===== config.mk =====
export PLATFORM = sky130hd
export DESIGN_NAME = srtf_process_scheduler_core
export DESIGN_NICKNAME = d
export VERILOG_FILES = /design/src/sv/srtf_pkg.sv /design/src/sv/srtf_cell.sv /design/src/sv/srtf_scan.sv /design/src/sv/srtf_process_scheduler_core.sv
export SDC_FILE = /design/constraint.sdc
export NUM_CORES = 2
export LEC_CHECK = 0
export BUFFER_PORTS_ARGS = -buffer_cell sky130_fd_sc_hd__buf_2
export CAP_MARGIN = 20
export CORE_ASPECT_RATIO = 1.75
export CORE_MARGIN = 8
export CORE_UTILIZATION = 55
export DETAILED_ROUTE_END_ITERATION = 12
export PLACE_DENSITY_LB_ADDON = 0.05
export SYNTH_ARGS = -nofsm -noshare
export SYNTH_HDL_FRONTEND = slang
export SYNTH_SLANG_ARGS = --single-unit

===== constraint.sdc =====
create_clock -name clk -period 7.7 [get_ports clk]
set_input_delay 0.385 -clock clk [delete_from_list [all_inputs] [get_ports clk]]
set_output_delay 0.385 -clock clk [all_outputs]
set_load 0.02 [all_outputs]

===== src/sv/srtf_pkg.sv =====
// srtf_pkg: shared types and constants of the srtf process scheduler
// used by srtf_cell, srtf_scan and srtf_process_scheduler_core; no dependencies
package srtf_pkg;

  localparam int unsigned IdW   = 16;
  localparam int unsigned TimeW = 21;
  localparam logic [TimeW-1:0] TIME_MAX = 21'h1F_FFFF;

  // input operation codes
  localparam logic FUNC_LOAD = 1'b0;
  localparam logic FUNC_TICK = 1'b1;

  // one process slot
  typedef struct packed {
    logic [IdW-1:0] id;
    logic [IdW-1:0] arr;
    logic [IdW-1:0] rem;
  } slot_t;

  // sequencer states
  typedef enum logic [1:0] {
    ST_IDLE,
    ST_SCAN,
    ST_UPD
  } state_t;

  // control from sequencer to the cell row and scanner
  typedef struct packed {
    logic shift;
    logic clr;
    logic upd;
  } ctrl_t;

endpackage


===== src/sv/srtf_cell.sv =====
// srtf_cell: one process slot of the rotating slot ring
// depends on srtf_pkg for slot_t
module srtf_cell (
  input  logic           clk,
  input  logic           shift,
  input  logic           load,
  input  logic           dec,
  input  srtf_pkg::slot_t load_slot,
  input  srtf_pkg::slot_t nbr,
  output srtf_pkg::slot_t slot
);
  import srtf_pkg::*;

  // load, run one unit, or take the neighbor's slot
  always_ff @(posedge clk) begin
    if (load) begin
      slot <= load_slot;
    end else if (dec) begin
      slot.rem <= slot.rem - IdW'(1);
    end else if (shift) begin
      slot <= nbr;
    end
  end

endmodule


===== src/sv/srtf_scan.sv =====
// srtf_scan: running minimum of remaining time over the ring head
// depends on srtf_pkg for slot_t and widths
module srtf_scan #(
  parameter int unsigned IDX_W = 4
) (
  input  logic                      clk,
  input  logic                      clr,
  input  logic                      step,
  input  logic                      in_range,
  input  logic [IDX_W-1:0]          idx,
  input  srtf_pkg::slot_t           head,
  input  logic [srtf_pkg::TimeW-1:0] now,
  output logic                      found,
  output logic [IDX_W-1:0]          best_idx,
  output logic [srtf_pkg::IdW-1:0]  best_rem,
  output logic [srtf_pkg::IdW-1:0]  best_id,
  output logic                      other_nz
);
  import srtf_pkg::*;

  logic live;
  logic elig;
  logic take;

  // slot has work left, has arrived, and beats the current best
  always_comb begin
    live = in_range && (head.rem != '0);
    elig = live && ({{(TimeW-IdW){1'b0}}, head.arr} <= now);
    take = elig && (!found || (head.rem < best_rem));
  end

  // best so far, plus whether any other slot still has work
  always_ff @(posedge clk) begin
    if (clr) begin
      found    <= 1'b0;
      other_nz <= 1'b0;
    end else if (step) begin
      if (take) begin
        found    <= 1'b1;
        best_idx <= idx;
        best_rem <= head.rem;
        best_id  <= head.id;
        if (found) begin
          other_nz <= 1'b1;
        end
      end else if (live) begin
        other_nz <= 1'b1;
      end
    end
  end

endmodule


===== src/sv/srtf_process_scheduler_core.sv =====
// srtf_process_scheduler_core: preemptive shortest-remaining-time-first scheduler
// depends on srtf_pkg, srtf_cell and srtf_scan
//
// Input channel (in_valid/in_stall): func selects load or tick. A load stores
// proc_id, arrive_at and burst_len in the next free slot; loads into a full
// table are dropped. A load gives no result.
// A tick rotates the ring of MAX_PROCS slot cells once around, one slot per
// cycle past the scanner at the head, which keeps the least remaining time
// among arrived slots (ties to the lowest slot). An update step then runs the
// pick for one unit and fills the output register.
// Output channel (out_valid/out_stall): one result per tick. The output
// register holds while out_stall is high; loads are still taken then, and a
// finished tick waits in its update step until the register frees up.
// Reset (rst, synchronous) empties the table, zeroes the time and forgets the
// last run process; slot contents are not cleared.
module srtf_process_scheduler_core #(
  parameter int unsigned MAX_PROCS = 16
) (
  input  logic                      clk,
  input  logic                      rst,
  input  logic                      in_valid,
  output logic                      in_stall,
  input  logic                      func,
  input  logic [srtf_pkg::IdW-1:0]  proc_id,
  input  logic [srtf_pkg::IdW-1:0]  arrive_at,
  input  logic [srtf_pkg::IdW-1:0]  burst_len,
  output logic                      out_valid,
  input  logic                      out_stall,
  output logic [srtf_pkg::IdW-1:0]  run_id,
  output logic                      idle,
  output logic                      new_in_order,
  output logic                      finished,
  output logic                      all_done,
  output logic [srtf_pkg::TimeW-1:0] tick_time
);
  import srtf_pkg::*;

  localparam int unsigned IW = $clog2(MAX_PROCS);
  localparam int unsigned UW = $clog2(MAX_PROCS + 1);
  localparam logic [IW-1:0] LAST_IDX = IW'(MAX_PROCS - 1);
  localparam logic [UW-1:0] FULL = UW'(MAX_PROCS);

  state_t          state, state_next;
  ctrl_t           ctrl;
  logic            in_xfer;
  logic            out_xfer;
  logic [IW-1:0]   scan_idx;
  logic [UW-1:0]   used;
  logic [TimeW-1:0] now_time;
  logic [IdW-1:0]  last_run;
  logic            have_last;
  slot_t           load_slot;
  slot_t           cells [MAX_PROCS];

  logic            found;
  logic [IW-1:0]   best_idx;
  logic [IdW-1:0]  best_rem;
  logic [IdW-1:0]  best_id;
  logic            other_nz;
  logic            last_unit;

  assign in_xfer   = in_valid && !in_stall;
  assign out_xfer  = out_valid && !out_stall;
  assign load_slot = '{id: proc_id, arr: arrive_at, rem: burst_len};
  assign last_unit = (best_rem == IdW'(1));

  // next state
  always_comb begin
    state_next = state;
    case (state)
      ST_IDLE: begin
        if (in_xfer && (func == FUNC_TICK)) state_next = ST_SCAN;
      end
      ST_SCAN: begin
        if (scan_idx == LAST_IDX) state_next = ST_UPD;
      end
      ST_UPD: begin
        if (!out_valid || !out_stall) state_next = ST_IDLE;
      end
      default: state_next = ST_IDLE;
    endcase
  end

  // sequencer outputs
  always_comb begin
    in_stall   = (state != ST_IDLE);
    ctrl.shift = (state == ST_SCAN);
    ctrl.clr   = (state == ST_IDLE) && in_valid && (func == FUNC_TICK);
    ctrl.upd   = (state == ST_UPD) && (!out_valid || !out_stall);
  end

  always_ff @(posedge clk) begin
    if (rst) begin
      state <= ST_IDLE;
    end else begin
      state <= state_next;
    end
  end

  // scan position, zero at home
  always_ff @(posedge clk) begin
    if (rst) begin
      scan_idx <= '0;
    end else if (ctrl.shift) begin
      scan_idx <= (scan_idx == LAST_IDX) ? '0 : scan_idx + IW'(1);
    end
  end

  // table fill count
  always_ff @(posedge clk) begin
    if (rst) begin
      used <= '0;
    end else if (in_xfer && (func == FUNC_LOAD) && (used != FULL)) begin
      used <= used + UW'(1);
    end
  end

  // ring of slot cells, rotating toward cell 0
  for (genvar k = 0; k < MAX_PROCS; k++) begin : g_cell
    srtf_cell u_cell (
      .clk       (clk),
      .shift     (ctrl.shift),
      .load      (in_xfer && (func == FUNC_LOAD) && (used == UW'(k))),
      .dec       (ctrl.upd && found && (best_idx == IW'(k))),
      .load_slot (load_slot),
      .nbr       (cells[(k + 1) % MAX_PROCS]),
      .slot      (cells[k])
    );
  end

  // minimum search at the ring head
  srtf_scan #(.IDX_W(IW)) u_scan (
    .clk      (clk),
    .clr      (ctrl.clr),
    .step     (ctrl.shift),
    .in_range ({{(UW-IW){1'b0}}, scan_idx} < used),
    .idx      (scan_idx),
    .head     (cells[0]),
    .now      (now_time),
    .found    (found),
    .best_idx (best_idx),
    .best_rem (best_rem),
    .best_id  (best_id),
    .other_nz (other_nz)
  );

  // time, run order history and output valid
  always_ff @(posedge clk) begin
    if (rst) begin
      now_time  <= '0;
      last_run  <= '0;
      have_last <= 1'b0;
      out_valid <= 1'b0;
    end else begin
      if (ctrl.upd) begin
        out_valid <= 1'b1;
        if (now_time != TIME_MAX) now_time <= now_time + TimeW'(1);
        if (found) begin
          last_run  <= best_id;
          have_last <= 1'b1;
        end
      end else if (out_xfer) begin
        out_valid <= 1'b0;
      end
    end
  end

  // result payload
  always_ff @(posedge clk) begin
    if (ctrl.upd) begin
      run_id       <= found ? best_id : '0;
      idle         <= !found;
      new_in_order <= found && (!have_last || (last_run != best_id));
      finished     <= found && last_unit;
      all_done     <= !other_nz && (!found || last_unit);
      tick_time    <= now_time;
    end
  end

  // checks
  a_used_max: assert property (@(posedge clk) disable iff (rst) used <= FULL)
    else $error("slot count beyond table size");

  a_idle_fields: assert property (@(posedge clk) disable iff (rst)
    out_valid && idle |-> (run_id == '0) && !finished && !new_in_order)
    else $error("idle result carries a process");

  a_scan_len: assert property (@(posedge clk) disable iff (rst)
    (state == ST_SCAN) && (scan_idx == LAST_IDX) |=> (state == ST_UPD) && (scan_idx == '0))
    else $error("ring did not return home after one rotation");

  a_finish_done: assert property (@(posedge clk) disable iff (rst)
    out_valid && finished |-> !idle)
    else $error("finished flag on idle tick");

endmodule

==> impl_metrics.json <==
{
  "comb_power_share_pct": 6.4,
  "htreeDepth": 3,
  "worstSetupEndpointType": "register",
  "die_y_um": 393,
  "clock-sinks": 897,
  "synthFlopType": "edfxtp_1",
  "cp_slowest_stage_delay_ps": 1020,
  "routedWlPerCell_um": 23.4,
  "post_cts_buffers": 0,
  "cp_slowest_cell": "nand3_1",
  "avgSynthCellArea_um2": 9.40,
  "syn_inst": 4748,
  "ys_ff_latch": 897,
  "yosys.area.top_type": "edfxtp_1",
  "clk_pin_slew_ps": 70,
  "yosys_warnings": 0,
  "ant_nets": 0,
  "max_cap_violations": 0,
  "route.detailed.drc": 0,
  "drt-total-wl_um": 136000,
  "start_util_pct": 55.3,
  "fin_worst_skew_ps": 24.1,
  "drt_iter0_drc": 3451,
  "synth_top_area_share_pct": 56.9,
  "boundaryPins": 96,
  "synth_edf_count": 845,
  "cts_buffers": 84,
  "holdCritPathClass": "in2reg",
  "whs_ps": 128,
  "tns_ps": 0,
  "drive_gt1_share_pct": 7.01,
  "crit_family": "simple AND/OR/NAND/NOR gates",
  "port_buffers": 95,
  "syn_nets": 4858,
  "vias": 33800,
  "place_hpwl_um": 90800,
  "grt.total_usage_pct": 29.6,
  "cts_tree": "built",
  "netSwitchingFraction_pct": 24.0,
  "async_flop_share_pct": 0,
  "post-route-period-util_pct": 52.7,
  "cp.required_ps": 8000,
  "cp.arrival_ps": 4370,
  "grt_pass1_wl_um": 203000,
  "hold_viol": 0,
  "layout_common_cells": "1898 x nand2_1, 845 x edfxtp_1, 288 x nor2_1",
  "worst_pin_slew_ps": 1050,
  "seq_power_share_pct": 53.2,
  "layout_commonest_cell": "nand2_1",
  "globalplace.congestion": 0.893,
  "startpoint_type": "register",
  "intPower_mw": 8.27,
  "grt_pass1_vias": 33000,
  "core-area_um2": 80600,
  "power_density_nw_per_um2": 223,
  "final_nets": 4797,
  "synthTopCellsByArea": "edfxtp_1 57%, nand2_1 16%, o21ai_0 3.2%",
  "crit_fanout": 36,
  "grt_setup_unrepaired": "false",
  "p_switching_mw": 2.61,
  "clock_power_share_pct": 40.4,
  "relSlewSlack_pct": 30.3,
  "seq_area_frac_synth_pct": 59.2,
  "clk_latency_ps": 690,
  "status": "finished, final reports clean",
  "worstPathCellList": "inv_1, nor3_4, buf_4, nand3_1, nand3_1",
  "yosys.cell_types.count": 62,
  "num_rows": 138,
  "viasPerCell": 5.83,
  "die_area_um2": 90900,
  "irDropWorstVdd_mv": 0.248,
  "antenna_found_initial": 3,
  "dr.pass1.iters": 5,
  "max-clock-path-buffers": 3,
  "die_x_um": 231,
  "syn-cell-area_um2": 44600,
  "slew_viol_final": 0,
  "crit_type": "reg2reg",
  "grt_max_degree": 58,
  "finalSetupViolCount": 0,
  "cts_root_buffer": "clkbuf_16",
  "grt-ovfl-total": 0,
  "period_minus_slack_ps": 4060,
  "cellLeakagePower_nw": 18.4,
  "cpMostUsedCell": "nand3_1",
  "fillCellCount": 6849,
  "fmax_ghz": 0.246,
  "area_growth_syn_to_layout_pct": 9.15,
  "critPathBufInv": 2
}
[worst register-to-register path: stages, from the launching register on]
cell,delay [ps]
dfxtp_1,840
inv_1,320
nor3_4,230
buf_4,420
nand3_1,850
nand3_1,1020
[layout make-up]
| cell class | instances | area [um^2] | share of cell area [%] |
|---|---|---|---|
| Sequential cell | 897 | 26400 | 54.2 |
| Multi-Input combinational cell | 3472 | 16900 | 34.6 |
| Clock buffer | 112 | 2340 | 4.81 |
| Tap cell | 1050 | 1310 | 2.70 |
| Timing Repair Buffer | 157 | 1010 | 2.08 |
| Clock inverter | 40 | 477 | 0.979 |
| Inverter | 75 | 282 | 0.578 |
| Antenna cell | 2 | 5.00 | 0.0103 |
[path summary, 6_finish.rpt]
check	startpoint	endpoint	slack (ps)	cells after the start
hold / removal	func	u_scan.other_nz	130	3
setup / recovery	u_scan.found	g_cell[1].u_cell.slot[2]	3640	5
hold reg to reg	now_time[20]	tick_time[20]	430	0
setup reg to reg	u_scan.found	g_cell[1].u_cell.slot[2]	3640	5
[state kept, by name, indices dropped and copies added (netlist names)]
name,count
g_cell.u_cell.slot,768
now_time,21
tick_time,21
last_run,16
run_id,16
u_scan.best_id,16
u_scan.best_rem,16
used,5
scan_idx,4
u_scan.best_idx,4
state,2
all_done,1
finished,1
have_last,1
idle,1
new_in_order,1
out_valid,1
u_scan.found,1
u_scan.other_nz,1
[Yosys cell counts (8+ instances only)]
library cell and n:
o22ai_1 11, nor4_1 63, o21ai_0 286, dfxtp_1 52
xnor2_1 137, inv_1 74, or3_1 21, nor3_1 68
and2_1 22, a221o_1 8, a21o_1 9, xor2_1 90
or4_4 13, o21ai_1 11, nand2_1 1898, ha_1 57
or4_1 8, nand2b_1 13, a22oi_1 8, nand3_1 100
nor2_1 297, nand4_1 21, and3_1 20, a21oi_1 184
clkbuf_1 253, o211ai_1 33, nand3b_1 14, buf_1 8
nor2b_1 17, buf_2 40, edfxtp_1 845
[logic make-up after synthesis]
group	Yosys count	share of synthesized area, %
xor+xnor	227	4.46
buf+inv	379	3.33
compound gates	577	7.06
simple gates	2608	24.3
flops	897	59.2
fa+ha+maj	57	1.60
mux	3	0.0673
[power groups by stage]
stage | registers [mW] | clock network, mW | logic [mW]
floorplan | 5.81 | 0 | 0.450
global placement | 5.90 | 0 | 0.682
global route | 5.81 | 4.59 | 0.761
finish | 5.79 | 4.39 | 0.697
CTS | 5.79 | 4.43 | 0.699
detailed placement | 5.90 | 0 | 0.694
[per-layer routing]
metal	GRT usage (%)	share of wire [%]
met1	32.6	35
met2	54.7	53
met3	3.20	5.8
met4	16.7	6.2
met5	0	0
[timing repair]
| item | in CTS | in global routing |
|---|---|---|
| hold endpoints to repair | 1 | 0 |
| gates resized for setup | 0 | 0 |
| setup endpoints to repair | 0 | 0 |
| hold buffers | 2 | 0 |
[per-stage QoR]
| stage | cell area (um^2) | instances | utilization [%] | setup slack, ps | total power, mW |
|---|---|---|---|---|---|
| floorplan | 44600 | 4748 | - | 2970 | 6.26 |
| global route | 48700 | 5803 | 60.4 | 3330 | 11.2 |
| CTS | 48700 | 5802 | 60.4 | 3650 | 10.9 |
| detailed placement | 45800 | 5648 | 56.8 | 3640 | 6.59 |
| finish | 48700 | 5805 | 60.4 | 3640 | 10.9 |
| global placement | 45800 | 5645 | 56.8 | 3730 | 6.58 |
(Power assumes the default switching activity.)
